$ cat src/rtl/assert_macros.svh
// assertion helpers for the pid controller rtl
// expects clk_i and rst_ni in the scope where a macro is used
`ifndef ASSERT_MACROS_SVH
`define ASSERT_MACROS_SVH

// condition must hold in the same cycle
`define PIDC_ASSERT_SAME(lbl, ante, cons, msg) \
  lbl: assert property (@(posedge clk_i) disable iff (!rst_ni) (ante) |-> (cons)) \
    else $error(msg);

// condition must hold in the cycle after the antecedent
`define PIDC_ASSERT_NEXT(lbl, ante, cons, msg) \
  lbl: assert property (@(posedge clk_i) disable iff (!rst_ni) (ante) |=> (cons)) \
    else $error(msg);

`endif

$ cat src/rtl/pidc_pkg.sv
// shared types, constants and helpers for the pid controller
// no dependencies
`default_nettype none

package pidc_pkg;

  localparam int FRAC_BITS = 16;
  localparam int LEEWAY    = 30;
  localparam int DW        = 32;
  // width of a product after the fraction shift
  localparam int PW        = 2 * DW - FRAC_BITS;
  // width for exact limit compares, leeway raw value stays below 2^34
  localparam int LW        = 36;
  localparam logic signed [LW-1:0] LEEWAY_RAW = LW'(longint'(LEEWAY) << FRAC_BITS);

  localparam int CW = 3;
  localparam logic [CW-1:0] CFG_TARGET     = 3'd0;
  localparam logic [CW-1:0] CFG_KP         = 3'd1;
  localparam logic [CW-1:0] CFG_KI_DT      = 3'd2;
  localparam logic [CW-1:0] CFG_KD_OVER_DT = 3'd3;
  localparam logic [CW-1:0] CFG_OUT_MIN    = 3'd4;
  localparam logic [CW-1:0] CFG_OUT_MAX    = 3'd5;
  localparam logic [CW-1:0] CFG_INTEG_MIN  = 3'd6;
  localparam logic [CW-1:0] CFG_INTEG_MAX  = 3'd7;

  typedef struct packed {
    logic signed [DW-1:0] target;
    logic signed [DW-1:0] kp;
    logic signed [DW-1:0] ki_dt;
    logic signed [DW-1:0] kd_over_dt;
    logic signed [DW-1:0] out_min;
    logic signed [DW-1:0] out_max;
    logic signed [DW-1:0] integ_min;
    logic signed [DW-1:0] integ_max;
  } cfg_t;

  // front stage payload
  typedef struct packed {
    logic                 restart;
    logic signed [DW-1:0] err;
    logic signed [DW-1:0] diff;
  } s1_t;

  // term stage payload
  typedef struct packed {
    logic signed [PW-1:0] p;
    logic signed [DW-1:0] integ;
    logic signed [PW-1:0] d;
  } s2_t;

  function automatic logic signed [DW-1:0] sat32(input logic signed [63:0] v);
    logic signed [63:0] hi;
    logic signed [63:0] lo;
    hi = 64'sh0000_0000_7fff_ffff;
    lo = -64'sh0000_0000_8000_0000;
    if (v > hi) begin
      return DW'(hi);
    end else if (v < lo) begin
      return DW'(lo);
    end
    return DW'(v);
  endfunction

endpackage

`default_nettype wire

$ cat src/rtl/pidc_regs.sv
// configuration register bank for the pid controller
// depends on pidc_pkg
`default_nettype none

module pidc_regs (
  input  wire logic                   clk_i,
  input  wire logic                   rst_ni,
  input  wire logic                   cfg_we_i,
  input  wire logic [2:0]             cfg_idx_i,
  input  wire logic [31:0]            cfg_data_i,
  output pidc_pkg::cfg_t              cfg_o
);
  import pidc_pkg::*;

  cfg_t cfg_q;
  cfg_t cfg_d;

  always_comb begin
    cfg_d = cfg_q;
    if (cfg_we_i) begin
      unique case (cfg_idx_i)
        CFG_TARGET:     cfg_d.target     = cfg_data_i;
        CFG_KP:         cfg_d.kp         = cfg_data_i;
        CFG_KI_DT:      cfg_d.ki_dt      = cfg_data_i;
        CFG_KD_OVER_DT: cfg_d.kd_over_dt = cfg_data_i;
        CFG_OUT_MIN:    cfg_d.out_min    = cfg_data_i;
        CFG_OUT_MAX:    cfg_d.out_max    = cfg_data_i;
        CFG_INTEG_MIN:  cfg_d.integ_min  = cfg_data_i;
        CFG_INTEG_MAX:  cfg_d.integ_max  = cfg_data_i;
        default:        cfg_d = cfg_q;
      endcase
    end
  end

  always_ff @(posedge clk_i or negedge rst_ni) begin
    if (!rst_ni) begin
      cfg_q <= '0;
    end else begin
      cfg_q <= cfg_d;
    end
  end

  assign cfg_o = cfg_q;

endmodule

`default_nettype wire

$ cat config.mk
export PLATFORM = sky130hd
export DESIGN_NAME = pidc_regs
export DESIGN_NICKNAME = d
export VERILOG_FILES = /design/src/rtl/assert_macros.svh /design/src/rtl/pidc_pkg.sv /design/src/rtl/pidc_regs.sv
export SDC_FILE = /design/constraint.sdc
export NUM_CORES = 1
export LEC_CHECK = 0
export BUFFER_PORTS_ARGS = -buffer_cell sky130_fd_sc_hd__buf_4
export CAP_MARGIN = 20
export CORE_MARGIN = 2
export CORE_UTILIZATION = 35
export DETAILED_ROUTE_END_ITERATION = 8
export PLACE_DENSITY_LB_ADDON = 0.2
export SLEW_MARGIN = 20
export SYNTH_ARGS = -nofsm -noshare
export SYNTH_HDL_FRONTEND = slang
export SYNTH_SLANG_ARGS = --single-unit
$ cat constraint.sdc
create_clock -name clk_i -period 2.5 [get_ports clk_i]
set_clock_uncertainty 0.1 [all_clocks]
set_input_delay 0.25 -clock clk_i [delete_from_list [all_inputs] [get_ports clk_i]]
set_output_delay 0.25 -clock clk_i [all_outputs]
set_load 0.03 [all_outputs]
=== Word level (Yosys, flattened, before mapping) ===
Index checks and enable logic that the tools add are counted.

* Register bits after elaboration: 256
* Bits in latches: 0
* Memory bits (writable): 0
* ROM bits: 0
* Input port bits: 38
* Output and inout bits: 256
* Word-level logic and storage cells: 24
* Memories kept: 0

* Add/subtract/negate cells: 0
* Multiply operators: 0
* Divide/modulo/power cells: 0
* Magnitude comparators: 0
* Eq/ne operators: 7
* Shift-type cells: 0
* Multiplexer cells: 0
* Bitwise operators: 0
* Reduce and logical (&&, ||, !) cells: 9

{| class="wikitable"
|+ Operator list
! cell !! count
|-
| $reduce_and 2->1 || 8
|-
| $eq 3x3->1 const B || 4
|-
| $eq 3x2->1 const B || 2
|-
| $eq 3x1->1 const B || 1
|-
| $logic_not 3->1 || 1
|}

=== Depth between registers and ports, before layout ===
* Depth in word-level cells: 2
* Depth in mapped cells: 5
* Gate-level depth less buffers: 2

=== Worst setup path after synthesis ===
No wires, ideal clock.

* Path kind: input to register
* Start: input port cfg_idx_i[1]
* End: register cfg_q, in the netlist cfg_o[229]
* Library setup time: 0.125 ns
* Arrival: 1.313 ns
* Data required time: 2.275 ns
* Slack: 0.962 ns
* Stages: 4
* Buffers on the path: 2
* Path through: buf_2 -> nor4b_4 -> buf_6 -> mux2_2

* Longest elaborated chain between the ends: 2

{| class="wikitable"
|+ RTL lines
! item !! RTL line !! RTL
|-
| start: declaration || pidc_regs.sv:9 || <nowiki>input wire logic [2:0] cfg_idx_i,</nowiki>
|-
| $logic_not 3->1 || pidc_regs.sv:21 || <nowiki>unique case (cfg_idx_i)</nowiki>
|-
| $reduce_and 2->1 (no line) || - ||
|-
| end signal: assignment || pidc_regs.sv:39 || <nowiki>cfg_q <= cfg_d;</nowiki>
|-
| end: declaration || pidc_regs.sv:15 || <nowiki>cfg_t cfg_q;</nowiki>
|}

No other way between the ends.
A chain may end at the register's enable or synchronous reset.

=== Final worst setup path ===
* Start: register cfg_q, in the netlist cfg_o[253]
* End: output port cfg_o[253] (netlist name)

{| class="wikitable"
|+ RTL lines
! item !! RTL line !! RTL
|-
| end: declaration || pidc_regs.sv:11 || <nowiki>output pidc_pkg::cfg_t cfg_o</nowiki>
|}

No word-level cell between the ends.

==> summary.md <==
| Metric | Value |
|---|---|
| Worst R2R Start | cfg_o[238]$_DFFE_PN0P_ |
| #FFs+latches synth | 256 |
| Critical path class | register to primary output |
| Total length of routed wires | 25.3 mm |
| Die area | 0.0288 mm² |
| Maximum clock frequency | 686 MHz |
| Fill cell count | ~2.3k |
| Final Cycle Share | 0.583 |
| Grt ovf | 0 |
| Type of the worst min-delay path | input port to asynchronous set/reset pin |
| Synth warn | 0 |
| Clk pwr share | 0.280 |
| Final hold vios | 0 |
| Total number of vias | 5956 |
| Vias in the first global route | 6264 |
| H-tree depth | 1 |
| Nets | 936 |
| Combinational Power Share | 0.330 |
| Register area share after synthesis | 0.666 |
| Mean area per synthesized cell | 17.5 µm² |
| Max VDD drop | roughly 670 µV |
| # DRC | 0 |
| Worst Setup SP | cfg_o[253]$_DFFE_PN0P_ |
| Syn Nets | 589 |
| Max FO, Critical Path | 2 |
| DRT Pass-1 Iters | 4 |
| Buf/Inv on CP | 1 |
| Max-slew violation count | 0 |
| ANT nets after route | 0 |
| Status | complete, no violations |
| Post-Route Setup TNS | 0 ps |
| Critical Path RT | 2150 ps |
| Die W | between 150 and 200 µm |
| Crit path max-delay family | flip-flops |
| I/O Pins | 294 |
| Switch share | 0.345 |
| Synth unique cells | 10 |
| Starting density of the core | 0.357 |
| Slowest stage delay, CP | roughly 400 ps |
| First-pass GRT wire length | 38.9 mm |
| Type of origin of the critical path | register |
| Row cnt | 60 |
| RSZ-0062 raised after global routing | no |
| CTS tree | yes |
| PwrDens | around 1100 mW/mm² |
| Clk sink count | 256 |
| Critical path's slowest cell | dfrtp_1 |
| Worst EP arrival | 1110 ps |
| Chip height | 170 µm |
| Vias per inst | 4.73 |
| Leakage power | approximately 6.3 nW |
| Psw | 4.92 mW |
| Largest net degree at the start of global routing | 63 |
| Num CTS Buffers | 29 |
| Max reg flops | between 200 and 300 |
| Mapped Cells | 551 |
| Worst path cell trace | buf_4 |
| Core Box Area | 0.0270 mm² |
| Global Route Usage Sum | 0.175 |
| Dpl hpwl | 17.3 mm |
| Layout cells sized above 1 | 0.661 |
| Critical Path End Type | primary output |
| Power Internal | roughly 9.3 mW |
| Final instance area | 0.0135 mm² |
| DP Area | 0.0122 mm² |
| Antenna Cells | 0 |
| Seq pwr share | 0.389 |
| Final min period | 1460 ps |
| Max Cap Viol | 0 |
| Final Setup Violations | 0 |
| Synthesized cell area | 0.00962 mm² |
| DRT iter0 DRCs | 229 |
| CTS root buf | clkbuf_16 |
| Area Growth Syn to Fin | 40.2% |
| Clock buffer depth | 3 |
| Slew margin rel. | 0.660 |
| Initial antenna violation count | 0 |
| Worst skew pair latency | 530 ps |
| Clk slew on worst S/H paths | roughly 60 ps |
| RD Place Congestion | 0.738 |
| Transition time of the tightest slew-check pin | 509 ps |
| IO Port Bufs | 293 |
| Routed len/inst | 20.1 µm |
[cells by family after synthesis]
family	synth area share
multiplexers	0.300
buffers and inverters	0.0252
AND/OR/NAND/NOR	0.00923
flip-flops	0.666
[path summary, 6_finish.rpt]
path | end | slack (ps) | depth (start not counted)
max | cfg_o[253] | 1040 | 1
min | cfg_o[221]$_DFFE_PN0P_ | 150 | 2
max reg2reg | cfg_o[238]$_DFFE_PN0P_ | 1600 | 1
min reg2reg | cfg_o[116]$_DFFE_PN0P_ | 390 | 1
max in group asynchronous | cfg_o[55]$_DFFE_PN0P_ | 1370 | 3
min in group clk_i | cfg_o[245]$_DFFE_PN0P_ | 280 | 4
[cell usage after synthesis]
cell | instances | area [µm²]
nand4b_1 | 3 | 26.3
buf_2 | 17 | 85.1
nand4_1 | 1 | 6.26
mux2_2 | 243 | 2740
nor4bb_1 | 2 | 20.0
nor4b_4 | 1 | 23.8
and4bb_2 | 1 | 12.5
buf_6 | 14 | 158
dfrtp_1 | 256 | 6410
mux2_1 | 13 | 146
[power groups by stage]
| stage | clock [mW] | combinational, mW | sequential (mW) |
|---|---|---|---|
| 5_1_grt | 4.30 | 4.93 | 5.67 |
| 3_3_place_gp | 0 | 4.69 | 5.59 |
| 2_1_floorplan | 0 | 0.854 | 7.41 |
| 3_5_place_dp | 0 | 4.72 | 5.61 |
| 6_report | 3.99 | 4.70 | 5.55 |
| 4_1_cts | 4.11 | 4.77 | 5.55 |
[routing by layer]
metal	GRT usage	routed length, µm	share of wire	vias up
met3	0.0548	2060	0.081	39
met2	0.281	11800	0.47	203
met1	0.233	11000	0.43	3041
li1	-	-	-	2673
met5	0	0	0	-
met4	0.0416	467	0.018	0
[layout by cell type, fill, tap and decap left out, types with 3 or more instances in the layout]
master	count
dlygate4sd3_1	33
clkbuf_16	29
clkbuf_1	6
mux2_2	243
nand4b_1	3
clkbuf_8	8
buf_4	309
mux2_1	13
dfrtp_1	256
buf_12	4
clkinv_2	6
[stage by stage]
step	hold WS, ps	setup WS [ps]	cells	util	total power, mW
after global placement	141	789	1175	0.455	10.3
after floorplan	-146	962	551	-	8.26
final	150	1040	1260	0.501	14.2
after global routing	191	1000	1260	0.501	14.9
after CTS	167	1020	1260	0.501	14.4
after detailed placement	139	756	1175	0.455	10.3
[layout make-up]
class	count	area, µm²	area share
clock buffer	43	858	0.0636
clock inverter	9	53.8	0.00399
multi-input combinational	264	3000	0.222
sequential	256	6410	0.475
tap	341	427	0.0316
timing repair buffer	347	2750	0.203
[timing repair]
action,in CTS,in global routing
hold buffers,33,0
resized for setup,0,0
setup buffers,0,0
hold endpoints to repair,312,0
endpoints found under the setup margin,0,0
Power figures use the tool's default switching activity.
