[config.mk]
export PLATFORM = sky130hd
export DESIGN_NAME = pidc_out
export DESIGN_NICKNAME = d
export VERILOG_FILES = /design/src/rtl/assert_macros.svh /design/src/rtl/pidc_pkg.sv /design/src/rtl/pidc_out.sv
export SDC_FILE = /design/constraint.sdc
export NUM_CORES = 1
export LEC_CHECK = 0
export CAP_MARGIN = 20
export CORE_AREA = 4 4 161 163
export DETAILED_ROUTE_END_ITERATION = 8
export DIE_AREA = 0 0 165 167
export DONT_BUFFER_PORTS = 1
export GPL_TIMING_DRIVEN = 0
export PLACE_DENSITY = 0.56
export SLEW_MARGIN = 5
export SYNTH_ARGS = -nofsm -noshare
export SYNTH_HDL_FRONTEND = slang
export SYNTH_SLANG_ARGS = --single-unit
[constraint.sdc]
create_clock -name clk_i -period 0.85 [get_ports clk_i]
set_clock_uncertainty 0.05 [all_clocks]
set_input_delay 0.0425 -clock clk_i [delete_from_list [all_inputs] [get_ports clk_i]]
set_output_delay 0.0425 -clock clk_i [all_outputs]
set_load 0.005 [all_outputs]
[src/rtl/assert_macros.svh]
// assertion helpers for the pid controller rtl
// expects clk_i and rst_ni in the scope where a macro is used
`ifndef ASSERT_MACROS_SVH
`define ASSERT_MACROS_SVH

// condition must hold in the same cycle
`define PIDC_ASSERT_SAME(lbl, ante, cons, msg) \
  lbl: assert property (@(posedge clk_i) disable iff (!rst_ni) (ante) |-> (cons)) \
    else $error(msg);

// condition must hold in the cycle after the antecedent
`define PIDC_ASSERT_NEXT(lbl, ante, cons, msg) \
  lbl: assert property (@(posedge clk_i) disable iff (!rst_ni) (ante) |=> (cons)) \
    else $error(msg);

`endif

[src/rtl/pidc_pkg.sv]
// shared types, constants and helpers for the pid controller
// no dependencies
`default_nettype none

package pidc_pkg;

  localparam int FRAC_BITS = 16;
  localparam int LEEWAY    = 30;
  localparam int DW        = 32;
  // width of a product after the fraction shift
  localparam int PW        = 2 * DW - FRAC_BITS;
  // width for exact limit compares, leeway raw value stays below 2^34
  localparam int LW        = 36;
  localparam logic signed [LW-1:0] LEEWAY_RAW = LW'(longint'(LEEWAY) << FRAC_BITS);

  localparam int CW = 3;
  localparam logic [CW-1:0] CFG_TARGET     = 3'd0;
  localparam logic [CW-1:0] CFG_KP         = 3'd1;
  localparam logic [CW-1:0] CFG_KI_DT      = 3'd2;
  localparam logic [CW-1:0] CFG_KD_OVER_DT = 3'd3;
  localparam logic [CW-1:0] CFG_OUT_MIN    = 3'd4;
  localparam logic [CW-1:0] CFG_OUT_MAX    = 3'd5;
  localparam logic [CW-1:0] CFG_INTEG_MIN  = 3'd6;
  localparam logic [CW-1:0] CFG_INTEG_MAX  = 3'd7;

  typedef struct packed {
    logic signed [DW-1:0] target;
    logic signed [DW-1:0] kp;
    logic signed [DW-1:0] ki_dt;
    logic signed [DW-1:0] kd_over_dt;
    logic signed [DW-1:0] out_min;
    logic signed [DW-1:0] out_max;
    logic signed [DW-1:0] integ_min;
    logic signed [DW-1:0] integ_max;
  } cfg_t;

  // front stage payload
  typedef struct packed {
    logic                 restart;
    logic signed [DW-1:0] err;
    logic signed [DW-1:0] diff;
  } s1_t;

  // term stage payload
  typedef struct packed {
    logic signed [PW-1:0] p;
    logic signed [DW-1:0] integ;
    logic signed [PW-1:0] d;
  } s2_t;

  function automatic logic signed [DW-1:0] sat32(input logic signed [63:0] v);
    logic signed [63:0] hi;
    logic signed [63:0] lo;
    hi = 64'sh0000_0000_7fff_ffff;
    lo = -64'sh0000_0000_8000_0000;
    if (v > hi) begin
      return DW'(hi);
    end else if (v < lo) begin
      return DW'(lo);
    end
    return DW'(v);
  endfunction

endpackage

`default_nettype wire

[src/rtl/pidc_out.sv]
// output stage: saturated sum, snapping near the limits, result register
// depends on pidc_pkg
`default_nettype none

module pidc_out (
  input  wire logic                   clk_i,
  input  wire logic                   rst_ni,
  input  wire logic                   load_i,
  input  wire logic                   take_i,
  input  wire pidc_pkg::s2_t          s2_i,
  input  wire pidc_pkg::cfg_t         cfg_i,
  output logic                        out_valid_o,
  output logic signed [31:0]          drive_o,
  output logic                        clipped_high_o,
  output logic                        clipped_low_o
);
  import pidc_pkg::*;

  logic signed [DW-1:0] sum;
  logic signed [LW-1:0] sum_w;
  logic signed [LW-1:0] hi_lim;
  logic signed [LW-1:0] lo_lim;
  logic signed [DW-1:0] drive_d;
  logic                 hi_d;
  logic                 lo_d;
  logic                 valid_q;
  logic signed [DW-1:0] drive_q;
  logic                 hi_q;
  logic                 lo_q;

  assign sum    = sat32(64'(s2_i.p) + 64'(s2_i.integ) + 64'(s2_i.d));
  assign sum_w  = LW'(sum);
  assign hi_lim = LW'(cfg_i.out_max) - LEEWAY_RAW;
  assign lo_lim = LW'(cfg_i.out_min) + LEEWAY_RAW;

  // high side has priority, also with inverted limits
  always_comb begin
    drive_d = sum;
    hi_d    = 1'b0;
    lo_d    = 1'b0;
    if (sum_w > hi_lim) begin
      drive_d = cfg_i.out_max;
      hi_d    = 1'b1;
    end else if (sum_w < lo_lim) begin
      drive_d = cfg_i.out_min;
      lo_d    = 1'b1;
    end
  end

  always_ff @(posedge clk_i or negedge rst_ni) begin
    if (!rst_ni) begin
      valid_q <= 1'b0;
    end else begin
      if (load_i) begin
        valid_q <= 1'b1;
      end else if (take_i) begin
        valid_q <= 1'b0;
      end
    end
  end

  always_ff @(posedge clk_i) begin
    if (load_i) begin
      drive_q <= drive_d;
      hi_q    <= hi_d;
      lo_q    <= lo_d;
    end
  end

  assign out_valid_o    = valid_q;
  assign drive_o        = drive_q;
  assign clipped_high_o = hi_q;
  assign clipped_low_o  = lo_q;

endmodule

`default_nettype wire

-- After elaboration in Yosys (flattened, before gate mapping)
Cells that the tools add are included.
- output and inout bits: 35
- bits of input ports: 388
- bits in registers: 35
- word-level logic and storage cells: 24
- reductions and logical operators: 1
- multiplexer cells: 11
- magnitude comparators: 4
- $add $sub $neg: 4
- operator list (kind ; number):
    2-to-1 mux 32 bit ; 5
    adder 49 x 48 -> 50 bit ; 1
    > comparator 50 x 32 -> 1 bit, second input constant ; 1
    < comparator 50 x 32 -> 1 bit, second input constant ; 1
    adder 48 x 32 -> 49 bit ; 1
    adder 32 x 22 -> 33 bit, second input constant ; 1
    > comparator 32 x 33 -> 1 bit ; 1
    < comparator 32 x 33 -> 1 bit ; 1
    subtractor 32 x 22 -> 33 bit, second input constant ; 1
    2-to-1 mux 1 bit ; 6
    nonzero test 2 bit ; 1

-- Logic depth before layout (Yosys ltp)
Gate-level depths: netlist of the first run.
- depth in word-level cells: 9
- depth in mapped cells: 34

-- Least setup slack after synthesis of the first run
Ideal clock, no wire load.
- path kind: input to register
- from: in s2_i[1] in the netlist's numbering
- to: reg drive_q[13] (netlist: drive_o[13]) (data pin)
- stages: 31
- library setup time: 266 ps
- data arrival time: 6820 ps
- required time: 534 ps
- path buffers: 3
- setup slack: -6286 ps
- cell sequence: fa_1 -> ha_1 -> inv_1 -> fa_1 -> nand2b_1 -> a21oi_1 -> o211ai_1 -> a211oi_2 -> o21ai_0 -> a32oi_1 -> or4b_1 -> or4_4 -> o21ai_2 -> buf_4 -> clkbuf_1 -> a21boi_0 -> ha_1 -> a21o_1 -> a21o_1 -> a21o_1 -> a21o_1 -> a21o_1 -> a21o_1 -> a21oi_1 -> o2111a_1 -> nand2b_1 -> o311ai_0 -> a311oi_4 -> buf_4 -> mux2i_1 -> o21ai_1
- cells in the longest elaborated chain, start to end: 8
- elaborated cells on any way between the ends: 11
- RTL lines (item ; line ; RTL):
    from (decl) ; pidc_out.sv:10 ; input wire pidc_pkg::s2_t s2_i,
    adder 49 x 48 -> 50 bit (*) ; pidc_out.sv:31 ; assign sum = sat32(64'(s2_i.p) + 64'(s2_i.integ) + 64'(s2_i.d));
    < comparator 50 x 32 -> 1 bit ; pidc_pkg.sv:58 ; end else if (v < lo) begin
    2-to-1 mux 1 bit ; pidc_pkg.sv:58 ;
    2-to-1 mux 1 bit ; pidc_pkg.sv:56 ; if (v > hi) begin
    2-to-1 mux 32 bit (*) ; pidc_pkg.sv:61 ; return DW'(v);
    < comparator 32 x 33 -> 1 bit ; pidc_out.sv:44 ; end else if (sum_w < lo_lim) begin
    2-to-1 mux 32 bit ; pidc_out.sv:44 ;
    2-to-1 mux 32 bit (*) ; pidc_out.sv:41 ; if (sum_w > hi_lim) begin
    named net drive_d[13] ; pidc_out.sv:23 ; logic signed [DW-1:0] drive_d;
    to (signal assigned) ; pidc_out.sv:64 ; drive_q <= drive_d;
    to (decl) ; pidc_out.sv:27 ; logic signed [DW-1:0] drive_q;
Mark *: on every way through the listed nets, which the timed path passes. The rest lies on a longest branch.
A chain may end at the register's enable or synchronous reset.

-- Final worst setup path of the first run
- from: in s2_i[92] in the netlist's numbering
- to: reg drive_q[23] (netlist: drive_o[23]) (data pin)
- cells in the longest elaborated chain, start to end: 9
- elaborated cells on any way between the ends: 12
- RTL lines (item ; line):
    adder 48 x 32 -> 49 bit (*) ; pidc_out.sv:31
    adder 49 x 48 -> 50 bit (*) ; pidc_out.sv:31
    < comparator 50 x 32 -> 1 bit ; pidc_pkg.sv:58
    2-to-1 mux 1 bit ; pidc_pkg.sv:58
    2-to-1 mux 1 bit ; pidc_pkg.sv:56
    2-to-1 mux 32 bit (*) ; pidc_pkg.sv:61
    < comparator 32 x 33 -> 1 bit ; pidc_out.sv:44
    2-to-1 mux 32 bit ; pidc_out.sv:44
    2-to-1 mux 32 bit (*) ; pidc_out.sv:41
    named net drive_d[23] ; pidc_out.sv:23
Marks and branches as above.

==> results of run 1 <==
-- registers in the layout, indices dropped and copies added, names as in the netlist --
register,flops
clipped_high_o,1
drive_o,32
out_valid_o,1
clipped_low_o,1
-- cells by family (layout without fill, tap and decap cells) --
group / count (synthesis) / after routing
simple gates: 355 / 355
compound gates: 328 / 328
fa+ha+maj: 164 / 164
buf+inv: 105 / 188
xor+xnor: 63 / 63
flops: 35 / 35
mux: 28 / 28
-- final cells by class --
| cell class | instances | area share, % |
|---|---|---|
| Inverter | 67 | 2.307 |
| Tap cell | 324 | 3.718 |
| Buffer | 31 | 2.720 |
| Sequential cell | 35 | 9.594 |
| Multi-Input combinational cell | 938 | 73.32 |
| Clock inverter | 2 | 0.3213 |
| Clock buffer | 6 | 1.274 |
| Timing Repair Buffer | 82 | 6.748 |
-- timing repair --
action                                 CTS  global route
cloned                                   1             1
setup buffers                           30            17
pin swaps                               43            39
endpoints found under the hold margin   61            35
setup endpoints to repair               34            34
resized for setup                      123            64
-- power by group --
part / total, W / switching (W) / leakage (nW) / internal [W]
registers: 0.00298 / 0.000243 / 0.343 / 0.00274
clock network: 0.00210 / 0.000644 / 0.0868 / 0.00145
logic: 0.0191 / 0.0108 / 3.95 / 0.00830
total: 0.0242 / 0.0117 / 4.38 / 0.0125
-- layer usage --
| layer | up-vias | wire length (um) | share of wire, % | track usage [%] |
|---|---|---|---|---|
| met2 | 319 | 13900 | 44 | 34.38 |
| met3 | 51 | 2801 | 8.9 | 5.166 |
| li1 | 4163 | - | - | - |
| met5 | - | 36 | 0.11 | 0 |
| met4 | 6 | 680 | 2.1 | 4.991 |
| met1 | 4055 | 14200 | 45 | 29.70 |
-- metrics by stage --
stage | instance area [um2] | TNS [ns]
finish | 10900 | -194.22
global route | 10900 | -204.40
CTS | 10490 | -200.53
detailed placement | 9239 | -236.19
global placement | 9239 | -236.89
floorplan | 8833 | -191.30
-- synth_stat cells, drive strengths merged (3+ instances only) --
| cell | instances | area share (%) |
|---|---|---|
| a211oi | 12 | 1.2 |
| clkbuf | 20 | 0.87 |
| and2 | 6 | 0.43 |
| xnor2 | 43 | 4.4 |
| fa | 49 | 11 |
| nor4 | 10 | 0.87 |
| mux2i | 26 | 3.0 |
| a31oi | 5 | 0.36 |
| o21bai | 3 | 0.26 |
| and4 | 5 | 0.51 |
| o21a | 7 | 0.61 |
| nor2b | 12 | 0.87 |
| nand2b | 8 | 0.58 |
| nand2 | 117 | 5.1 |
| nand3 | 29 | 1.7 |
| o21ai | 92 | 5.4 |
| or4 | 4 | 0.39 |
| and3 | 12 | 0.87 |
| ha | 115 | 17 |
| a21o | 34 | 3.0 |
| or2 | 3 | 0.22 |
| a2111oi | 4 | 0.57 |
| or3 | 8 | 0.58 |
| xor2 | 20 | 2.0 |
| a221oi | 9 | 1.1 |
| nor2 | 67 | 2.9 |
| o211ai | 11 | 0.96 |
| o31ai | 4 | 0.35 |
| nand4 | 34 | 2.5 |
| o22ai | 4 | 0.29 |
| a22o | 3 | 0.30 |
| a21oi | 88 | 5.2 |
| edfxtp | 34 | 12 |
| a21boi | 24 | 2.1 |
| o221ai | 3 | 0.30 |
| o2111ai | 3 | 0.30 |
| inv | 66 | 2.9 |
| nor3 | 32 | 1.9 |
| buf | 18 | 1.3 |
-- worst max-delay path, delay by kind of cell --
kind                     cells  cell delay (ns)
buffers and inverters        6             0.88
adder cells (fa/ha/maj)      3             1.07
AO/OA/AOI/OAI               16             3.06
multiplexers                 1             0.30
AND/OR/NAND/NOR              6             1.34
-- worst max-delay path by stage --
| stage | to | cells after the start |
|---|---|---|
| after floorplan | drive_o[10] | 30 |
| after global placement | drive_o[22] | 28 |
| after detailed placement | drive_o[17] | 28 |
| after CTS | drive_o[23] | 32 |
| after global routing | drive_o[11] | 31 |
| final | drive_o[23] | 32 |
-- placed cells by master (no fill, tap or decap), drive strengths merged, types with 34 or more instances in the layout --
cell / n
nand2: 117
fa: 49
edfxtp: 34
nor2: 67
xnor2: 43
a21o: 34
inv: 66
nand4: 34
o21ai: 92
ha: 115
buf: 65
a21oi: 88
==> results.json, run 1 <==
{
  "drc_errors": 0,
  "drive_gt1_share_pct": 18.60,
  "synthAdderAreaFrac_pct": 28.03,
  "cts_num_sinks": 35,
  "min_path_type": "in2reg",
  "critPathKind": "in2reg",
  "postSynth.asyncResetShare_pct": 2.857,
  "fin_crit_ns": 6.659,
  "timing.final.ws_setup_ns": -5.809,
  "nets": 1712,
  "root_buffer": "clkbuf_16",
  "dp_hpwl_um": 26610,
  "drv_cap": 0,
  "fillers": 2425,
  "gp_congestion": 0.8815,
  "power_density_nw_per_um2": 2216,
  "cts_buffers": 5,
  "timing.rr.start": "out_valid_o",
  "placed_cells": 1402,
  "clock_latency_ns": 0.28,
  "power.total_w": 0.02416,
  "ys_seq_area_share_pct": 12.12,
  "crit_fanout": 8,
  "grt_pass1_wl_um": 47130,
  "grt_max_degree": 36,
  "endpoint_kind": "flop",
  "status": "complete, but fails checks",
  "viasPerCell": 5.787,
  "whs_ns": -0.1819,
  "start_util_pct": 35.49,
  "yosys_warnings": 0,
  "path_common_cell": "a21o_1",
  "setup_violations": 34,
  "seqCellArea_um2": 1046,
  "startpoint": "s2_i[92]",
  "synth_xor_xnor_area_share_pct": 6.392,
  "areaGrowthSynthToFinish_pct": 26.31,
  "synth_ff_type": "edfxtp_1",
  "clock_path_buffers": 2,
  "cts_tree": "built",
  "violations": "negative hold slack, negative setup slack",
  "syn_area_um2": 8632,
  "ys_ff_latch": 35,
  "synth-simple-area-share_pct": 20.13,
  "grt_usage_pct": 21.64,
  "whs_path_depth": 1,
  "grt_pass1_vias": 8593,
  "avgSynthCellArea_um2": 8.007,
  "worst_ep_required_time_ns": 0.89,
  "worst_slew_pin_slew_ns": 0.6373,
  "post_layout_nonfiller_instances": 1485,
  "hold_viol_final": 39,
  "hp-start": "load_i",
  "holdBufCountCts": 33,
  "wl_per_cell_um": 21.30,
  "cp_data_arrival_time_ns": 6.70,
  "max_stage_delay_ns": 0.59,
  "rrSetupSlack_ns": 0.12,
  "syn-num-nets": 1630,
  "drtIter0Drc": 522,
  "synth_compound_area_share_pct": 24.99,
  "finalWirelength_um": 31630,
  "postRouteAntennaNets": 0,
  "rsz0062_at_grt": "true",
  "pin_count": 423,
  "irDropWorstVdd_v": 0.001616,
  "portBuffers": 0,
  "cp_slowest_cell": "or4_4",
  "die-height_um": 167,
  "min_to": "out_valid_o",
  "synth_top_family_by_area": "adder cells",
  "dr.pass1.iters": 5,
  "start_kind": "input port",
  "fp.dieW_um": 165,
  "synth_mux_area_share_pct": 3.276,
  "synth_edf_count": 34,
  "antenna_cells": 0,
  "synth_cell_type_count": 76,
  "r2r-end": "out_valid_o",
  "power_leakage_nw": 4.377,
  "fmax_mhz": 150.2,
  "overflow": 0,
  "multiInputGateArea_um2": 7994,
  "dieArea_um2": 27560,
  "slew_headroom_pct": 57.06,
  "preCtsSetupSlack_ns": -7.049,
  "clk_pin_slew_ns": 0.05,
  "fin_crit_sh_pct": 783.4,
  "r2r_cells": 1,
  "vias": 8594,
  "h-tree-depth": 2,
  "final_util_pct": 44.83,
  "final_max_slew_viol_count": 0,
  "core_um2": 24320,
  "rows": 57,
  "antenna_found_initial": 6,
  "synthCells": 1078
}
(Power assumes the default switching activity.)
==> run 2: changes to the inputs <==
--- a/config.mk
+++ b/config.mk
@@ -5,13 +5,13 @@
 export SDC_FILE = /design/constraint.sdc
 export NUM_CORES = 1
 export LEC_CHECK = 0
+export BUFFER_PORTS_ARGS = -buffer_cell sky130_fd_sc_hd__buf_2
 export CAP_MARGIN = 20
 export CORE_AREA = 4 4 161 163
 export DETAILED_ROUTE_END_ITERATION = 8
 export DIE_AREA = 0 0 165 167
-export DONT_BUFFER_PORTS = 1
 export GPL_TIMING_DRIVEN = 0
-export PLACE_DENSITY = 0.56
+export PLACE_DENSITY = 0.71
 export SLEW_MARGIN = 5
 export SYNTH_ARGS = -nofsm -noshare
 export SYNTH_HDL_FRONTEND = slang
==> run 2 against run 1 <==
  * Cell count up 14%
  * The flow finishes with violations (negative setup slack)
  * Global-route usage up 0.088 points
  * Combinational power up 8%
==> results.json, run 2 (synthesis results as in run 1) <==
{
  "status": "complete, but fails checks",
  "violations": "negative setup slack",
  "p_int_w": 0.01337,
  "p_clk_share_pct": 8.2,
  "core_um2": 24320,
  "critPathKind": "in2reg",
  "overflow": 0,
  "cts_buffers": 5,
  "start_util_pct": 35.49,
  "portBuffers": 230,
  "timing.final.ws_setup_ns": -5.976,
  "crit_fanout": 7,
  "cts_tree": "built",
  "viasPerCell": 5.521,
  "slew_headroom_pct": 54.97,
  "startpoint": "s2_i[15]",
  "cp_slowest_cell": "or4_4",
  "fin_crit_ns": 6.826,
  "h-tree-depth": 2,
  "placed_cells": 1632,
  "clock_latency_ns": 0.27,
  "dr.pass1.iters": 5,
  "switching_share_pct": 47.56,
  "antenna_found_initial": 5,
  "pin_count": 423,
  "nets": 1913,
  "rows": 57,
  "grt_max_degree": 36,
  "endpoint_kind": "flop",
  "grt_pass1_wl_um": 48090,
  "most-common-layout-cells": "buf_2, nand2_1, ha_1",
  "clk_pin_slew_ns": 0.05,
  "grt_pass1_vias": 9178,
  "final_max_slew_viol_count": 0,
  "worst_slew_pin_slew_ns": 0.6754,
  "clock_path_buffers": 2,
  "final_common_cell": "buf_2",
  "rsz0062_at_grt": "true",
  "power_density_nw_per_um2": 2160,
  "worst_ep_required_time_ns": 0.81,
  "grt_usage_pct": 21.73,
  "dieArea_um2": 27560,
  "post_layout_nonfiller_instances": 1688,
  "power_leakage_nw": 5.193,
  "irDropWorstVdd_v": 0.001487,
  "p_seq_share_pct": 11.0,
  "fin_tns_setup_ns": -200.85,
  "timing.rr.start": "out_valid_o",
  "drtIter0Drc": 606,
  "final_util_pct": 48.55,
  "rrSetupSlack_ns": 0.05,
  "fp.dieW_um": 165,
  "hold_viol_final": 0,
  "root_buffer": "clkbuf_16",
  "vias": 9320,
  "max_stage_delay_ns": 0.54,
  "postRouteAntennaNets": 0,
  "dp_hpwl_um": 26440,
  "largest_reg_flops": 32,
  "p_comb_share_pct": 80.8,
  "min_path_type": "in2async",
  "gp_congestion": 0.9377,
  "wl_per_cell_um": 18.67,
  "areaGrowthSynthToFinish_pct": 36.79,
  "cp_data_arrival_time_ns": 6.79,
  "fmax_mhz": 146.5,
  "drive_gt1_share_pct": 32.97,
  "start_kind": "input port",
  "drv_cap": 0,
  "fillers": 2380,
  "fin_crit_sh_pct": 803.1,
  "drc_errors": 0,
  "cts_num_sinks": 35,
  "die-height_um": 167,
  "preCtsSetupSlack_ns": -7.219,
  "p_switching_w": 0.01213,
  "finalWirelength_um": 31510,
  "setup_violations": 40
}
[run 2: cell count changes in the layout (fill, tap and decap cells not counted), sizes merged]
| cell | delta |
|---|---|
| buf | +231 |
| dlygate4sd3 | -32 |
| diode | +2 |
| clkbuf | +1 |
| dlymetal6s4s | +1 |
[run 2: cell type report]
class                   count  area, um2  share of cell area (%)
plain buffers              31      302.8                   2.564
repair buffers            283       1669                   14.14
clock inverters             2      35.03                  0.2967
multi-input cells         938       7954                   67.36
flip-flops and latches     35       1046                   8.859
well taps                 324      405.4                   3.433
clock buffers               6      138.9                   1.176
inverters                  67      251.5                   2.130
diodes                      2      5.005                 0.04239
[run 2: critical path: cells and delay by family]
family / cells / cell delay, ns
compound gates: 16 / 3.00
mux: 1 / 0.23
simple gates: 4 / 1.24
buf+inv: 7 / 1.06
fa+ha+maj: 3 / 1.20
[run 2: worst paths after layout]
check	endpoint	cells after the start
worst min-delay path	out_valid_o	2
worst max-delay path	drive_o[8]	31
worst min register to register	out_valid_o	2
max in group asynchronous	out_valid_o	2
worst max register to register	out_valid_o	2
min in group clk_i	drive_o[6]	3
[run 2: per-layer routing]
metal	routed length, um	share of wire [%]	global-route usage [%]	vias to the layer above
li1	-	-	-	4562
met4	714	2.3	5.678	6
met2	13860	44	34.52	430
met1	14300	45	31.29	4266
met5	34	0.11	0	-
met3	2606	8.3	2.373	56
[run 2: timing repair]
action                                 in CTS  in global routing
hold buffers                                2                  0
endpoints found under the hold margin       2                  0
gates cloned                                1                  3
setup endpoints to repair                  52                 70
pin swaps                                  60                 35
gates resized for setup                   142                 55
setup buffers                              39                  8
[run 2: through the flow]
stage | cell area (um2) | power (W) | hold WS [ns]
floorplan | 8833 | 0.01482 | -0.3031
CTS | 11480 | 0.02389 | 0.01488
finish | 11810 | 0.02550 | 0.01682
global placement | 10390 | 0.01932 | -0.2320
detailed placement | 10390 | 0.01958 | -0.2299
global route | 11810 | 0.02764 | 0.02236
[run 2: power groups by stage]
stage / Combinational [W] / Sequential, W / Clock [W]
after floorplan: 0.0118 / 0.00297 / 0
after global placement: 0.0165 / 0.00284 / 0
after detailed placement: 0.0167 / 0.00285 / 0
after CTS: 0.0190 / 0.00282 / 0.00210
after global routing: 0.0226 / 0.00285 / 0.00220
final: 0.0206 / 0.00281 / 0.00208
