**src/rtl/assert_macros.svh**
```systemverilog
// assertion helpers for the pid controller rtl
// expects clk_i and rst_ni in the scope where a macro is used
`ifndef ASSERT_MACROS_SVH
`define ASSERT_MACROS_SVH

// condition must hold in the same cycle
`define PIDC_ASSERT_SAME(lbl, ante, cons, msg) \
  lbl: assert property (@(posedge clk_i) disable iff (!rst_ni) (ante) |-> (cons)) \
    else $error(msg);

// condition must hold in the cycle after the antecedent
`define PIDC_ASSERT_NEXT(lbl, ante, cons, msg) \
  lbl: assert property (@(posedge clk_i) disable iff (!rst_ni) (ante) |=> (cons)) \
    else $error(msg);

`endif

```
**src/rtl/pidc_pkg.sv**
```systemverilog
// shared types, constants and helpers for the pid controller
// no dependencies
`default_nettype none

package pidc_pkg;

  localparam int FRAC_BITS = 16;
  localparam int LEEWAY    = 30;
  localparam int DW        = 32;
  // width of a product after the fraction shift
  localparam int PW        = 2 * DW - FRAC_BITS;
  // width for exact limit compares, leeway raw value stays below 2^34
  localparam int LW        = 36;
  localparam logic signed [LW-1:0] LEEWAY_RAW = LW'(longint'(LEEWAY) << FRAC_BITS);

  localparam int CW = 3;
  localparam logic [CW-1:0] CFG_TARGET     = 3'd0;
  localparam logic [CW-1:0] CFG_KP         = 3'd1;
  localparam logic [CW-1:0] CFG_KI_DT      = 3'd2;
  localparam logic [CW-1:0] CFG_KD_OVER_DT = 3'd3;
  localparam logic [CW-1:0] CFG_OUT_MIN    = 3'd4;
  localparam logic [CW-1:0] CFG_OUT_MAX    = 3'd5;
  localparam logic [CW-1:0] CFG_INTEG_MIN  = 3'd6;
  localparam logic [CW-1:0] CFG_INTEG_MAX  = 3'd7;

  typedef struct packed {
    logic signed [DW-1:0] target;
    logic signed [DW-1:0] kp;
    logic signed [DW-1:0] ki_dt;
    logic signed [DW-1:0] kd_over_dt;
    logic signed [DW-1:0] out_min;
    logic signed [DW-1:0] out_max;
    logic signed [DW-1:0] integ_min;
    logic signed [DW-1:0] integ_max;
  } cfg_t;

  // front stage payload
  typedef struct packed {
    logic                 restart;
    logic signed [DW-1:0] err;
    logic signed [DW-1:0] diff;
  } s1_t;

  // term stage payload
  typedef struct packed {
    logic signed [PW-1:0] p;
    logic signed [DW-1:0] integ;
    logic signed [PW-1:0] d;
  } s2_t;

  function automatic logic signed [DW-1:0] sat32(input logic signed [63:0] v);
    logic signed [63:0] hi;
    logic signed [63:0] lo;
    hi = 64'sh0000_0000_7fff_ffff;
    lo = -64'sh0000_0000_8000_0000;
    if (v > hi) begin
      return DW'(hi);
    end else if (v < lo) begin
      return DW'(lo);
    end
    return DW'(v);
  endfunction

endpackage

`default_nettype wire

```
**src/rtl/pidc_front.sv**
```systemverilog
// input stage: error and measurement difference, keeps the previous sample
// depends on pidc_pkg
`default_nettype none

module pidc_front (
  input  wire logic                   clk_i,
  input  wire logic                   rst_ni,
  input  wire logic                   accept_i,
  input  wire logic                   take_i,
  input  wire logic                   mode_i,
  input  wire logic signed [31:0]     sample_i,
  input  wire logic signed [31:0]     target_i,
  output logic                        s1_valid_o,
  output pidc_pkg::s1_t               s1_o
);
  import pidc_pkg::*;

  logic signed [DW-1:0] last_q;
  logic                 valid_q;
  s1_t                  s1_q;
  s1_t                  s1_d;

  always_comb begin
    s1_d.restart = mode_i;
    s1_d.err     = sat32(64'(target_i) - 64'(sample_i));
    s1_d.diff    = sat32(64'(last_q) - 64'(sample_i));
  end

  // previous sample follows every accepted beat, restart included
  always_ff @(posedge clk_i or negedge rst_ni) begin
    if (!rst_ni) begin
      last_q  <= '0;
      valid_q <= 1'b0;
    end else begin
      if (accept_i) begin
        last_q  <= sample_i;
        valid_q <= 1'b1;
      end else if (take_i) begin
        valid_q <= 1'b0;
      end
    end
  end

  always_ff @(posedge clk_i) begin
    if (accept_i) begin
      s1_q <= s1_d;
    end
  end

  assign s1_valid_o = valid_q;
  assign s1_o       = s1_q;

endmodule

`default_nettype wire

```
**config.mk**
```make
export PLATFORM = sky130hd
export DESIGN_NAME = pidc_front
export DESIGN_NICKNAME = d
export VERILOG_FILES = /design/src/rtl/assert_macros.svh /design/src/rtl/pidc_pkg.sv /design/src/rtl/pidc_front.sv
export SDC_FILE = /design/constraint.sdc
export NUM_CORES = 1
export LEC_CHECK = 0
export ABC_AREA = 0
export BUFFER_PORTS_ARGS = -buffer_cell sky130_fd_sc_hd__buf_2
export CAP_MARGIN = 20
export CORE_UTILIZATION = 50
export CTS_BUF_LIST = sky130_fd_sc_hd__clkbuf_4
export DETAILED_ROUTE_END_ITERATION = 16
export GPL_ROUTABILITY_DRIVEN = 0
export PLACE_DENSITY_LB_ADDON = 0.12
export SLEW_MARGIN = 0
export SYNTH_ARGS = -nofsm -noshare
export SYNTH_HDL_FRONTEND = slang
export SYNTH_SLANG_ARGS = --single-unit
```
**constraint.sdc**
```tcl
create_clock -name clk_i -period 4.3 [get_ports clk_i]
set_input_delay 0.215 -clock clk_i [delete_from_list [all_inputs] [get_ports clk_i]]
set_output_delay 0.215 -clock clk_i [all_outputs]
set_load 0.005 [all_outputs]
```
* Word level (Yosys, flattened, before mapping)
Cells that the tools add are included.
Word-level totals: register bits after elaboration 98, output and inout bits 66
Operators by class: multiplexer cells 12, magnitude comparators 4, add/subtract/negate cells 2, reduce and logical (&&, ||, !) cells 1
Operators by type and width (number):
- 32-bit 2-to-1 mux | 6
- 33-bit by 32-bit greater-than comparator with 1-bit output, second input constant | 2
- 33-bit by 32-bit less-than comparator with 1-bit output, second input constant | 2
- 32-bit by 32-bit subtractor with 33-bit output | 2
- 1-bit 2-to-1 mux | 6
- 2-bit nonzero test | 1

* Logic depth before layout (Yosys ltp)
Gate-level depths: netlist (run 1).
word-level depth 5, gate-level depth with buffers 15, depth with buffers taken out 14

* Worst setup path after synthesis (run 1)
OpenSTA, ideal clock, no wires.
kind input to register, start point in target_i[0], end point reg s1_q (netlist bit s1_o[44]) (data pin), stages on the path 15, library setup time 0.270 ns, setup slack 1.213 ns, data arrival time 2.816 ns, cells stage by stage inv_1 > ha_1 > inv_1 > fa_1 > a211oi_1 > o211ai_1 > a41o_1 > a31o_2 > a21oi_1 > nor2_1 > nand4_1 > nand4_1 > mux2i_1 > clkbuf_1 > a21oi_1
RTL lines:
- start: declaration | line pidc_front.sv:12 | input wire logic signed [31:0] target_i,
- end signal: assignment | line pidc_front.sv:46 | s1_q <= s1_d;
- end: declaration | line pidc_front.sv:20 | s1_t s1_q;

==> results.py, run 1 <==
metrics = {
    "run_status": {
        "status": "completed",
    },
    "cts": {
        "cts_resized": 0,
        "clock-sinks": 98,
        "cts_buffers": 9,
        "path_clk_slew_ns": 0.16,
        "cts_tree": "yes",
        "clk_latency_ns": 0.50,
        "htreeDepth": 3,
        "cts_root_buffer": "clkbuf_4",
        "cts_buffer_depth": 2,
    },
    "worst_setup_path": {
        "crit_path_start": "sample_i[6]",
        "path_buf_inv": 3,
        "worstSetupPathType": "input pin to flop",
        "cp_slowest_stage_delay_ns": 0.67,
        "cp-end-kind": "flop",
        "cp_top_family": "compound AO/OA/AOI/OAI gates",
        "crit_arrival_ns": 4.29,
        "worstReg2RegStart": "last_q[6]$_DFFE_PN0P_",
        "critPathLaunchType": "input pin",
        "cpMostUsedCell": "o21ai_1",
        "r2r_slack_ns": 0.38,
        "worstPathCellList": "dlygate4sd3_1, buf_2, inv_1, ha_1, a21o_1, or3_1, o21ai_1, o22ai_1, a41oi_1, o21a_1, o21ai_1, xor2_1, nand2_2, a21oi_1",
        "rr_endpoint": "s1_o[28]$_DFFE_PP_",
        "required_ns": 4.64,
        "cpMaxStageDelayCell": "xor2_1",
        "ff2ff_path_depth": 11,
        "crit_fanout": 24,
    },
    "global_routing": {
        "grt_antenna_before_repair": 1,
        "grt_pass1_vias": 5615,
        "grt_overflow": 0,
        "track_usage_pct": 23.8,
        "grt_pass1_wl_microns": 26600,
        "grt_max_degree": 61,
    },
    "logic_synthesis": {
        "synth_warnings": 0,
        "synthDominantCellAreaShare_pct": 28.4,
        "synthArstFlopShare_pct": 33.7,
        "netlist_instances": 695,
        "synth.most_common_cell": "a21oi_1",
        "synth_seq_cells": 98,
        "synth-seq-area-share_pct": 40.5,
        "synth_edf_count": 65,
        "ys_types": 56,
        "synth.area.top_cells": "edfxtp_1 (28%), dfrtp_1 (12%), ha_1 (12%), a21oi_1 (7.7%), mux2_2 (5.1%)",
        "synthTopCellsByCount": "a21oi_1 (105), edfxtp_1 (65), ha_1 (64), inv_1 (47), o21ai_0 (43)",
        "syn_area_sq_um": 6870,
        "syn_nets": 830,
        "ys.flop_type": "edfxtp_1",
        "yosysTopAreaCell": "edfxtp_1",
        "synth.avg_cell_area_sq_um": 9.88,
    },
    "sta": {
        "setup_viol_count_final": 0,
        "finalClockSkew_ns": 0.00956,
        "period_minus_slack_ns": 3.94,
        "hold_ws_ns": 0.205,
        "rsz0062_at_grt": "false",
        "finalCritPeriodShare_pct": 91.7,
        "worst_slew_pin_slew_ns": 0.838,
        "max_freq_mhz": 254,
        "hold_viol": 0,
        "slew_violations": 0,
        "fin_setup_tns_ns": 0,
        "slew_headroom_pct": 43.9,
    },
    "detailed_routing": {
        "drc": 0,
        "wl_per_cell_microns": 15.9,
        "routed_wl_microns": 16500,
        "drt_iter0_drc": 373,
        "routed-via-count": 5807,
        "antenna_left": 0,
        "drtPass1Iterations": 5,
        "vias_per_cell": 5.61,
    },
    "floorplan": {
        "start_util_pct": 51.6,
        "die_h_microns": 119,
        "die_area_sq_um": 14200,
        "ios": 135,
        "die_width_microns": 119,
        "rows": 42,
        "core-area_sq_um": 13300,
    },
    "finish": {
        "syn_to_final_growth_pct": 19.3,
        "drive_gt1_share_pct": 22.6,
        "nets": 988,
    },
    "placed_design": {
        "dp_hpwl_microns": 12500,
        "port_buffers": 134,
    },
    "min_path": {
        "whs_endpoint": "s1_o[32]$_DFFE_PP_",
        "min_from": "target_i[0]",
        "hold_class": "input pin to flop",
        "min_path_cells": 4,
    },
    "pwr": {
        "p_per_area_nw_per_um2": 359,
        "leakage_nw": 3.69,
        "peakVddDrop_mv": 0.202,
    },
    "flow_run": {
        "maxCapViolations": 0,
    },
}
==> state kept, by name, summed over array words and instances (netlist names) <==
name / flops
s1_valid_o: 1
last_q: 32
s1_o: 65
==> tightest hold or removal path, stage by stage <==
cell	delay, ns
buf_2	0.09
inv_1	0.05
ha_1	0.12
a21oi_1	0.06
==> worst max path at each step <==
stage / endpoint / depth (start not counted)
2_1_floorplan: s1_o[44]$_DFFE_PP_ / 15
3_3_place_gp: s1_o[39]$_DFFE_PP_ / 15
3_5_place_dp: s1_o[39]$_DFFE_PP_ / 15
4_1_cts: s1_o[28]$_DFFE_PP_ / 11
5_1_grt: s1_o[23]$_DFFE_PP_ / 14
6_report: s1_o[28]$_DFFE_PP_ / 14
==> placed cells by master, fill, tap and decap left out, types with 2 or more instances in the layout <==
| cell type | instances |
|---|---|
| edfxtp_1 | 65 |
| buf_4 | 4 |
| inv_6 | 2 |
| and3_1 | 10 |
| dlygate4sd3_1 | 35 |
| o21ai_1 | 9 |
| ha_1 | 64 |
| a21o_1 | 34 |
| nor2b_1 | 6 |
| a211oi_1 | 6 |
| o21a_1 | 3 |
| nand4_1 | 8 |
| nor3_1 | 5 |
| inv_1 | 47 |
| o21bai_1 | 7 |
| clkbuf_4 | 9 |
| nand2_1 | 39 |
| o21ai_0 | 43 |
| a2111oi_0 | 2 |
| mux2_2 | 31 |
| o31ai_1 | 2 |
| buf_2 | 133 |
| o211ai_1 | 3 |
| dfrtp_1 | 33 |
| xnor2_1 | 32 |
| fa_1 | 2 |
| a31oi_1 | 10 |
| nand3_1 | 12 |
| a41oi_1 | 2 |
| xor2_1 | 25 |
| nand2b_1 | 13 |
| o21ai_2 | 2 |
| o221ai_1 | 2 |
| maj3_1 | 6 |
| a21oi_1 | 105 |
| nor2_1 | 20 |
| clkinvlp_4 | 2 |
==> area by class of cell <==
cell class,count,area (sq um)
Clock buffer,9,67.6
Sequential cell,98,2780
Antenna cell,1,2.50
Inverter,47,176
Clock inverter,7,76.3
Timing Repair Buffer,173,1060
Tap cell,176,220
Multi-Input combinational cell,524,3810
Fill cell,1150,5100
==> report_power, final <==
| part | switching, mW | internal, mW | total, mW |
|---|---|---|---|
| Sequential | 0.0505 | 1.23 | 1.28 |
| Clock | 0.350 | 0.181 | 0.531 |
| Combinational | 0.622 | 0.505 | 1.13 |
==> kinds of logic (layout without fill, tap and decap cells) <==
kind of cell             after synthesis  count (layout)  share of synthesized area, %
AO/OA/AOI/OAI                        241             241                          21.0
XOR/XNOR                              57              57                          7.27
adder cells (fa/ha/maj)               72              72                          13.1
buffers and inverters                 73             236                          4.15
flip-flops                            98              98                          40.5
multiplexers                          32              32                          5.23
other                                  0               1                             0
AND/OR/NAND/NOR                      122             122                          8.80
==> through the flow <==
step                      power [mW]  worst slack (ns)  instances  instance area, sq um  utilization, %
after floorplan                 2.04              1.21        695                  6870               -
after global placement          2.37             0.564        982                  7680            57.8
after detailed placement        2.40             0.451        982                  7680            57.8
after CTS                       2.94             0.440       1033                  8180            61.5
after global routing            3.12             0.119       1035                  8190            61.6
final                           2.94             0.359       1035                  8190            61.6
==> metal layers <==
metal	track usage, %	up-vias	share of wire (%)
met5	0	-	0
met4	8.07	0	1.4
met3	3.16	15	3.9
met2	42.0	160	50
met1	29.8	2762	45
li1	-	2870	-
==> what timing repair did <==
item | CTS | global route
endpoints found under the setup margin | 0 | 0
buffers inserted | 0 | 0
hold endpoints to repair | 67 | 0
hold buffers | 35 | 0
No activity file was read; power rests on OpenSTA's default activity.
==> inputs of run 2 (changes only) <==
--- a/config.mk
+++ b/config.mk
@@ -6,11 +6,12 @@
 export NUM_CORES = 1
 export LEC_CHECK = 0
 export ABC_AREA = 0
-export BUFFER_PORTS_ARGS = -buffer_cell sky130_fd_sc_hd__buf_2
 export CAP_MARGIN = 20
+export CORE_MARGIN = 4
 export CORE_UTILIZATION = 50
 export CTS_BUF_LIST = sky130_fd_sc_hd__clkbuf_4
 export DETAILED_ROUTE_END_ITERATION = 16
+export DONT_BUFFER_PORTS = 1
 export GPL_ROUTABILITY_DRIVEN = 0
 export PLACE_DENSITY_LB_ADDON = 0.12
 export SLEW_MARGIN = 0
==> constraint.sdc (replaced) <==
create_clock -name clk_i -period 4.3 [get_ports clk_i]
set_input_delay 1.29 -clock clk_i [delete_from_list [all_inputs] [get_ports clk_i]]
set_output_delay 1.29 -clock clk_i [all_outputs]
set_load 0.005 [all_outputs]
==> results.py, run 2 (synthesis results as in run 1) <==
metrics = {
    "cts": {
        "cts_root_buffer": "clkbuf_4",
        "hold_buffers": 0,
        "cts_resized": 0,
        "htreeDepth": 3,
        "cts_buffers": 9,
        "postCtsSetupBuffers": 0,
        "clk_latency_ns": 0.47,
        "path_clk_slew_ns": 0.16,
        "clock-sinks": 98,
        "cts_buffer_depth": 2,
        "cts_tree": "yes",
    },
    "global_routing": {
        "grt_overflow": 0,
        "grt_max_degree": 100,
        "grt_pass1_vias": 5172,
        "use_met2_pct": 36.3,
        "top_usage_layer": "met2",
        "track_usage_pct": 20.8,
        "globalRouteMet3Util_pct": 6.57,
        "grt_antenna_before_repair": 0,
        "use_met1_pct": 24.3,
        "grt_pass1_wl_microns": 26200,
    },
    "finish": {
        "drive_gt1_share_pct": 10.9,
        "final_area_sq_um": 7330,
        "nets": 837,
        "instances_no_fill": 883,
        "final_common_cell": "a21oi_1",
        "largest_reg_flops": 65,
        "syn_to_final_growth_pct": 6.71,
        "fillCellCount": 1221,
        "layout_common_cells": "a21oi_1 (105), edfxtp_1 (65), ha_1 (64)",
        "num_antenna_cells": 0,
    },
    "worst_setup_path": {
        "critPathLaunchType": "input pin",
        "crit_arrival_ns": 4.21,
        "cp_slowest_stage_delay_ns": 0.39,
        "crit_fanout": 24,
        "rr_endpoint": "s1_o[24]$_DFFE_PP_",
        "worstPathCellList": "ha_1, inv_1, fa_1, a211oi_1, o211ai_1, a32o_1, or3b_1, a311o_1, o21ai_2, nand2_1, a31oi_4, nand2_2, a21oi_1",
        "ff2ff_path_depth": 14,
        "cp-end-kind": "flop",
        "worstSetupPathType": "input pin to flop",
        "r2r_slack_ns": 0.83,
        "worstReg2RegStart": "last_q[0]$_DFFE_PN0P_",
        "required_ns": 4.62,
        "cpMaxStageDelayCell": "or3b_1",
    },
    "flow_run": {
        "maxCapViolations": 0,
    },
    "detailed_routing": {
        "drtPass1Iterations": 4,
        "drc": 0,
        "routed-via-count": 5161,
        "wl_per_cell_microns": 18.6,
        "antenna_left": 0,
        "drt_iter0_drc": 280,
        "routed_wl_microns": 16400,
        "vias_per_cell": 5.84,
    },
    "pwr": {
        "leakage_nw": 3.11,
        "peakVddDrop_mv": 0.186,
        "p_per_area_nw_per_um2": 380,
    },
    "sta": {
        "slew_headroom_pct": 71.9,
        "worst_slew_pin_slew_ns": 0.421,
        "worst_slack_ns": 0.407,
        "max_freq_mhz": 257,
        "hold_viol": 0,
        "rsz0062_at_grt": "false",
        "setup_viol_count_final": 0,
        "slew_violations": 0,
        "period_minus_slack_ns": 3.89,
        "finalClockSkew_ns": 0.0120,
        "finalCritPeriodShare_pct": 90.5,
    },
    "placed_design": {
        "port_buffers": 0,
        "dp.cells": 867,
        "placed_area_sq_um": 7190,
        "dp_hpwl_microns": 12900,
        "dpl_worst_slack_ns": -0.0707,
    },
    "run_status": {
        "status": "completed",
    },
    "floorplan": {
        "start_util_pct": 51.4,
        "die_area_sq_um": 15700,
        "die_width_microns": 125,
        "die_h_microns": 125,
        "rows": 42,
        "core-area_sq_um": 13300,
        "ios": 135,
    },
    "min_path": {
        "hold_class": "input pin to asynchronous set/reset pin",
    },
}
## run 2: changes by cell type in the layout (fill, tap and decap cells not counted), sizes merged
cell	delta
buf	-116
dlygate4sd3	-35
clkbuf	+2
inv	-2
clkinv	-1
clkinvlp	+1
diode	-1
## run 2: where the power goes
group	internal, mW	switching (mW)	leakage, nW	total [mW]
Sequential	1.24	0.0883	1.02	1.33
Clock	0.189	0.329	0.0667	0.517
Combinational	0.420	0.523	2.03	0.943
Total	1.85	0.941	3.11	2.79
## run 2: metrics by stage
stage | power [mW] | TNS (ns) | util (%) | hold slack (ns)
3_5_place_dp | 2.29 | -0.620 | 53.9 | 0.499
3_3_place_gp | 2.28 | 0 | 53.9 | 0.495
2_1_floorplan | 2.04 | 0 | - | 0.477
5_1_grt | 2.97 | 0 | 54.9 | 0.435
6_report | 2.79 | 0 | 54.9 | 0.483
4_1_cts | 2.82 | 0 | 54.9 | 0.442
## run 2: layer usage
layer,vias to the layer above,wire [microns]
met2,117,8280
li1,2567,-
met5,-,0
met3,16,1180
met4,0,278
met1,2461,6690
## run 2: worst max path at each step
stage,endpoint,cells past startpoint,start
6_report,s1_o[24]$_DFFE_PP_,13,sample_i[0]
5_1_grt,s1_o[28]$_DFFE_PP_,12,sample_i[1]
4_1_cts,s1_o[22]$_DFFE_PP_,13,sample_i[0]
3_5_place_dp,s1_o[0]$_DFFE_PP_,13,sample_i[0]
3_3_place_gp,s1_o[20]$_DFFE_PP_,13,sample_i[0]
2_1_floorplan,s1_o[44]$_DFFE_PP_,15,target_i[0]
## run 2: final cells by class
class	count	area, sq um	area share (%)
Clock inverter	5	56.3	0.768
Sequential cell	98	2780	37.9
Clock buffer	11	82.6	1.13
Tap cell	176	220	3.01
Multi-Input combinational cell	524	3810	52.0
Inverter	47	176	2.41
Timing Repair Buffer	22	203	2.77
## run 2: worst max-delay path, delay by kind of cell
| kind | cells | cell delay [ns] |
|---|---|---|
| AOI/OAI and AO/OA | 7 | 1.67 |
| and+or+nand+nor | 3 | 0.80 |
| adders and majority gates | 2 | 0.37 |
| buffers and inverters | 1 | 0.06 |
==> inputs of run 3 (changes only) <==
--- a/config.mk
+++ b/config.mk
@@ -13,7 +13,8 @@
 export DETAILED_ROUTE_END_ITERATION = 16
 export DONT_BUFFER_PORTS = 1
 export GPL_ROUTABILITY_DRIVEN = 0
-export PLACE_DENSITY_LB_ADDON = 0.12
+export PLACE_DENSITY_LB_ADDON = 0.05
+export RECOVER_POWER = 100
 export SLEW_MARGIN = 0
 export SYNTH_ARGS = -nofsm -noshare
 export SYNTH_HDL_FRONTEND = slang
==> results.py, run 3 (synthesis results as in run 1) <==
metrics = {
    "sta": {
        "period_minus_slack_ns": 3.91,
        "slew_headroom_pct": 69.9,
        "max_freq_mhz": 256,
        "slew_violations": 0,
        "hold_ws_ns": 0.473,
        "setup_viol_count_final": 0,
        "finalCritPeriodShare_pct": 90.8,
        "worst_slew_pin_slew_ns": 0.447,
        "rsz0062_at_grt": "false",
        "fin_setup_tns_ns": 0,
        "hold_viol": 0,
        "finalClockSkew_ns": 0.0156,
    },
    "finish": {
        "layout_common_cells": "a21oi_1 (105), edfxtp_1 (65), ha_1 (64)",
        "drive_gt1_share_pct": 11.0,
        "nets": 839,
        "final_common_cell": "a21oi_1",
        "fillCellCount": 1247,
        "syn_to_final_growth_pct": 6.87,
        "largest_reg_flops": 65,
        "final_area_sq_um": 7340,
        "num_antenna_cells": 0,
    },
    "pwr": {
        "p_switching_mw": 0.950,
        "swShare_pct": 34.0,
        "p_clk_share_pct": 18.7,
        "power_mw": 2.80,
        "peakVddDrop_mv": 0.171,
        "leakage_nw": 3.12,
        "p_comb_share_pct": 33.9,
        "p_per_area_nw_per_um2": 381,
        "pwr-share-seq_pct": 47.4,
        "intPower_mw": 1.85,
    },
    "floorplan": {
        "ios": 135,
        "core-area_sq_um": 13300,
        "die_area_sq_um": 15700,
        "start_util_pct": 51.4,
        "rows": 42,
        "die_width_microns": 125,
        "die_h_microns": 125,
    },
    "placed_design": {
        "dp_hpwl_microns": 13000,
        "port_buffers": 0,
        "placed_area_sq_um": 7220,
    },
    "detailed_routing": {
        "drt_iter0_drc": 320,
        "routed_wl_microns": 16800,
        "antenna_left": 0,
        "drtPass1Iterations": 5,
        "drc": 0,
        "vias_per_cell": 5.93,
        "routed-via-count": 5247,
        "wl_per_cell_microns": 19.0,
    },
    "cts": {
        "htreeDepth": 3,
        "hold_buffers": 0,
        "path_clk_slew_ns": 0.16,
        "cts_buffer_depth": 2,
        "cts_buffers": 9,
        "clock-sinks": 98,
        "cts_tree": "yes",
        "clk_latency_ns": 0.48,
        "postCtsSetupBuffers": 0,
        "cts_root_buffer": "clkbuf_4",
        "cts_resized": 0,
    },
    "worst_setup_path": {
        "critPathLaunchType": "input pin",
        "crit_arrival_ns": 4.14,
        "crit_fanout": 24,
        "worstSetupPathType": "input pin to flop",
        "required_ns": 4.53,
        "cp-end-kind": "flop",
    },
    "global_routing": {
        "grt_pass1_wl_microns": 27000,
        "grt_antenna_before_repair": 0,
        "grt_max_degree": 100,
        "grt_overflow": 0,
        "grt_pass1_vias": 5350,
        "track_usage_pct": 21.2,
    },
    "run_status": {
        "status": "completed",
    },
    "min_path": {
        "hold_class": "input pin to asynchronous set/reset pin",
    },
    "flow_run": {
        "maxCapViolations": 0,
    },
}
==> run 3: changes by cell type in the layout (fill, tap and decap cells not counted), sizes merged <==
cell / delta
buf: +1
clkbuf: +1
==> run 3: final cells by class <==
type	instances	area, sq um	share of cell area, %
Multi-Input combinational cell	524	3810	51.9
Sequential cell	98	2780	37.9
Tap cell	176	220	3.00
Timing Repair Buffer	24	218	2.97
Inverter	47	176	2.40
Clock buffer	11	82.6	1.13
Clock inverter	5	56.3	0.767
==> run 3: worst paths after layout <==
check                                  startpoint                     end  slack [ns]  cells past startpoint
setup / recovery                      sample_i[6]       s1_o[3]$_DFFE_PP_        0.39                     13
hold / removal                             rst_ni  last_q[15]$_DFFE_PN0P_        0.47                      0
setup reg to reg            last_q[0]$_DFFE_PN0P_       s1_o[3]$_DFFE_PP_        0.82                     15
hold reg to reg            last_q[19]$_DFFE_PN0P_  last_q[19]$_DFFE_PN0P_        0.53                      1
max in group asynchronous                  rst_ni  s1_valid_o$_DFFE_PN0P_        3.72                      0
min in group clk_i         last_q[19]$_DFFE_PN0P_  last_q[19]$_DFFE_PN0P_        0.53                      1
==> run 3: power by group through the flow <==
stage / Clock [mW] / Sequential [mW] / Combinational, mW
floorplan: 0 / 1.32 / 0.720
global placement: 0 / 1.35 / 0.943
detailed placement: 0 / 1.36 / 0.955
CTS: 0.540 / 1.34 / 0.963
global route: 0.576 / 1.34 / 1.06
finish: 0.523 / 1.33 / 0.948
==> run 3: layer usage <==
layer / routed length, microns / share of wire, % / track usage (%)
met5: 0 / 0 / 0
met4: 511 / 3.0 / 9.06
met3: 1170 / 6.9 / 6.18
met2: 8050 / 48 / 35.1
met1: 7100 / 42 / 26.0
==> run 3: stage by stage <==
stage               cells  setup slack [ns]  util (%)
global placement      869            0.0107      54.1
detailed placement    869           -0.0709      54.1
global route          885             0.136      55.0
floorplan             695             0.138         -
CTS                   885             0.462      55.1
finish                885             0.395      55.0
==> run 3: critical path, cell delays in order <==
cell,delay (ns)
inv_1,0.05
ha_1,0.36
a21o_1,0.22
or3_1,0.31
o21ai_0,0.38
o22ai_1,0.18
a41oi_1,0.33
o21a_1,0.22
o21ai_1,0.08
xor2_1,0.18
nand2_2,0.08
clkbuf_4,0.28
o21ai_0,0.16
